`src/design/jevm_pkg.sv`:
```
`timescale 1ns / 1ps

package jevm_pkg;

   localparam int JOINTS = 29;
   localparam int GROUPS = 5;

   localparam int MUL_W = 32;

   localparam logic [23:0] DT_RESET   = 24'd33554;
   localparam logic [16:0] RATE_RESET = 17'd500;

   // csr word index, taken from paddr[2]
   localparam logic REG_DT   = 1'b0;
   localparam logic REG_RATE = 1'b1;

   localparam logic [47:0] MAX48  = 48'hFFFF_FFFF_FFFF;
   localparam logic [47:0] ACC_HI = 48'h7FFF_FFFF_FFFF;
   localparam logic [47:0] ACC_LO = 48'h8000_0000_0000;

   typedef enum logic [2:0] {
      ST_CLEAR,
      ST_IDLE,
      ST_PWR,
      ST_ACC,
      ST_HI,
      ST_LO,
      ST_UPD
   } state_type;

   // operands of the shared multiplier
   typedef struct packed {
      logic [MUL_W-1:0] a;
      logic [MUL_W-1:0] b;
   } mul_op_type;

   function automatic logic [2:0] group_of(input logic [4:0] joint);
      logic [2:0] g;
      unique case (joint)
         5'd4, 5'd5, 5'd10, 5'd11:                   g = 3'd1;
         5'd12, 5'd13, 5'd14:                         g = 3'd2;
         5'd15, 5'd16, 5'd17, 5'd18,
         5'd22, 5'd23, 5'd24, 5'd25:                  g = 3'd3;
         5'd19, 5'd20, 5'd21, 5'd26, 5'd27, 5'd28:    g = 3'd4;
         default:                                     g = 3'd0;
      endcase
      return g;
   endfunction

endpackage

```
`src/design/jevm_mul.sv`:
```
`timescale 1ns / 1ps

module jevm_mul
   import jevm_pkg::*;
(
   input  logic                 clock,
   input  mul_op_type           op,
   output logic [2*MUL_W-1:0]   prod_ff
);

   logic [2*MUL_W-1:0] prod_in;

   // unsigned product, registered every cycle
   assign prod_in = (2*MUL_W)'(op.a) * (2*MUL_W)'(op.b);

   always_ff @(posedge clock) begin
      prod_ff <= prod_in;
   end

endmodule

```
`config.mk`:
```
export PLATFORM = sky130hd
export DESIGN_NAME = jevm_mul
export DESIGN_NICKNAME = d
export VERILOG_FILES = /design/src/design/jevm_pkg.sv /design/src/design/jevm_mul.sv
export SDC_FILE = /design/constraint.sdc
export NUM_CORES = 2
export LEC_CHECK = 0
export BUFFER_PORTS_ARGS = -buffer_cell sky130_fd_sc_hd__buf_2
export CAP_MARGIN = 30
export CORE_UTILIZATION = 54
export CTS_CLUSTER_SIZE = 8
export DETAILED_ROUTE_END_ITERATION = 8
export PLACE_DENSITY = 0.77
export SETUP_SLACK_MARGIN = 0.05
export SYNTH_ARGS = -nofsm -noshare
export SYNTH_HDL_FRONTEND = slang
export SYNTH_SLANG_ARGS = --single-unit
```
`constraint.sdc`:
```
create_clock -name clock -period 8.8 [get_ports clock]
set_input_delay 0.88 -clock clock [delete_from_list [all_inputs] [get_ports clock]]
set_output_delay 0.88 -clock clock [all_outputs]
set_load 0.005 [all_outputs]
```
==> results.txt <==
In this run the cell area of the synthesized design comes to 34630 um^2. The number of H-tree branching levels came out at 3. Ranked by flip-flop count, first place goes to prod_ff. For this configuration, the core starts out at a cell density of 0.5480. The vias per cell is 5.477. The area of the die came out at 65140 um^2. The critical path startpoint is op[9]. The startpoint class of the critical path is a primary input. The worst setup path is of the primary input to flip-flop kind. The worst hold path belongs to the class primary input to flip-flop. The global-route wire length before repair came out at 142700 um. Setup violations remaining at the end of the flow were counted as 0.

The post-synthesis share of cell area spent on and, or, nand and nor gates came out at 0.1771. The total detailed-routing wirelength is 88300 um. The number of synthesized flops with an enable pin is 0. The highest attainable clock frequency is 119.3 MHz. Counting flops with an async set or reset pin after synthesis yields a share of 0.

After synthesis, the largest family of logic cells by area is adder cells. The number of pins with negative max-slew slack in the final report was 0. The peak fanout along the critical path came out at 32. Of the total synthesized cell area, the portion taken by full adders, half adders and majority gates is 0.6130. The die width came out at 255.2 um. The proportion of synthesized chip area in sequential cells is 0.03700.

The complex-gate fraction of the synthesized area is 0.03917. The post-route core utilization is 0.5717. The initialized floorplan defines 92 standard-cell rows.

The initial antenna violation count came to 4. Counting flops and latches in the post-synthesis netlist gives 64. The clock period could shrink to 8382 ps. The number of flip-flops under the largest register name is 64. The vertical die dimension came out at 255.2 um. The aggregate global routing overflow came out at 0. The final design area excluding fillers is 36130 um^2.

The total DRC errors in the routed layout is 0. The post-cts gate resize count came out at 0. The count of buffers from port buffering is 128. The signed area change from the synthesized netlist to the final layout is 4.332%.

The total routing resource utilization after global routing is 0.2860. The flow ran to the end, and the final reports show no timing, DRC or antenna violations. The normalized max-slew margin is 0.4876. The share of synthesized area in the top cell type comes to 0.5180. The average footprint of a synthesized cell is 9.215 um^2.

At the pin with the least slew margin, the transition time is 768.5 ps. The number of distinct library cell variants in the gate-level netlist after synthesis came out at 56. The core area is 63200 um^2.

The number of DRC markers after the initial detailed-route iteration is 1742. fa_1 is the most common cell in the netlist. After synthesis, the most frequently instantiated cells are 896 x fa_1, 863 x inv_1, 603 x and2_1. The number of buffers created by CTS is 9. The area of placed instances came out at 35820 um^2. The total setup buffers inserted after CTS came out at 0. TritonCTS built the clock tree.

The most used flip-flop cell after synthesis is dfxtp_1. In the post-synthesis netlist, the biggest area contributors are fa_1 52%, and2_1 11%, ha_1 9.5%, inv_1 9.4%, nand2_1 5.2%. The largest total area in the synthesized netlist belongs to fa_1. For this run, the number of Yosys warnings is 0. The share of the cycle needed by the critical path after routing came out at 0.9525. The detailed-router iteration count before antenna repair came out at 5.

Routability-driven placement finished with a final weighted congestion of 0.9219. The largest registers in the layout are prod_ff x64. The number of global-route vias before repair came out at 27404. The routed layout has 25043 vias. STA classifies the critical path endpoint as a flip-flop. The synthesized instance count came out at 3758. Setup repair after global routing left no endpoint under its margin.

The average routed wire per standard cell came out at 19.31 um. At the end of the flow, the number of nets in the layout was 4941. Entering global routing, the biggest net connects 33 pins.

The clock-pin transition on the worst setup and hold timing paths came out at 60 ps. The number of nets produced by synthesis is 4982. 129 I/O pins were placed. The count of final hold-check violations is 0. Following the worst setup path forward leads to its endpoint at prod_ff[62]. After synthesis, the share of cell area in mux cells is 0.0002890. The number of hold buffers added after cts came out at 0. The number of buffers on the longest clock path is 2.

The share of post-route cells with drive strength above 1 is 0.05427. The clock tree root buffer cell is clkbuf_16. The sum of net half-perimeters after detailed placement is 72660 um.

The sink count of the clock tree came out at 64. The post-route antenna net violation count is 0. The reported max-cap violation count came out at 0. In the final timing run, aggregate negative setup slack is 0 ps.

The required arrival time at the worst endpoint came out at 9070 ps. Of the total synthesized cell area, the portion taken by XOR and XNOR cells is 0.01492. The data arrival time of the worst path came out at 8650 ps.
-- kinds of logic (layout without fill, tap and decap cells) --
| group | Yosys count | after routing |
|---|---|---|
| xor+xnor | 59 | 59 |
| fa+ha+maj | 1159 | 1159 |
| buf+inv | 1090 | 1054 |
| other cells | 0 | 4 |
| simple gates | 1180 | 1180 |
| flops | 64 | 64 |
| mux | 1 | 1 |
| compound gates | 205 | 205 |
-- critical path, cell delays in order --
cell,delay [ps]
buf_2,540
nand2_1,160
fa_1,540
inv_1,50
fa_1,520
inv_1,50
fa_1,530
inv_1,50
fa_1,470
fa_1,570
fa_1,420
fa_1,510
inv_1,50
fa_1,470
inv_1,40
ha_1,410
nand4_1,230
or4_1,460
or3_1,380
a31oi_1,510
a31o_2,300
a211oi_1,120
o21ai_1,190
xor2_1,150
-- worst min-delay path by stage --
stage	slack [ps]	to	from	cells after the start
after global placement	1260	prod_ff[13]	prod_ff[13]	1
after detailed placement	1260	prod_ff[17]	prod_ff[17]	1
after floorplan	1010	prod_ff[0]	op[0]	1
after global routing	1200	prod_ff[0]	op[0]	2
final	1210	prod_ff[0]	op[0]	2
after CTS	1190	prod_ff[0]	op[0]	2
-- through the flow --
step	worst slack, ps	cells	hold WS (ps)
2_1_floorplan	1172	3758	1007
3_3_place_gp	381.1	4552	1256
3_5_place_dp	246.5	4552	1256
4_1_cts	599.4	4568	1187
5_1_grt	156.1	4570	1204
6_report	417.7	4572	1205
-- cell usage in the layout (no fill, tap or decap), drive strengths merged, types with 4 or more instances in the layout --
cell,n
a211oi,4
a21o,37
a21oi,70
a221o,4
a31oi,12
and2,603
and3,14
and4,4
buf,175
clkbuf,9
dfxtp,64
diode,4
fa,896
ha,263
inv,866
nand2,478
nand3,12
nand4,24
nor2,21
nor3,5
o21a,8
o21ai,30
o21bai,10
or2,4
or3,5
xnor2,33
xor2,26
-- routing by layer --
metal | up-vias | track usage | share of wire
met1 | 13039 | 0.3320 | 0.36
met5 | - | 0 | 0.00012
met2 | 949 | 0.5042 | 0.51
met4 | 2 | 0.1608 | 0.064
met3 | 263 | 0.04465 | 0.065
li1 | 10790 | - | -
-- cell type report --
class,count,area (um^2)
Clock buffer,9,225.2
Tap cell,846,1059
Timing Repair Buffer,175,993.5
Sequential cell,64,1281
Multi-Input combinational cell,2604,29240
Antenna cell,4,10.01
Clock inverter,7,77.57
Fill cell,5431,27070
Inverter,863,3239
Power is left out: the tool's default activity adds up to more than one toggle a clock period on the data nets, which glitch-free logic cannot reach.
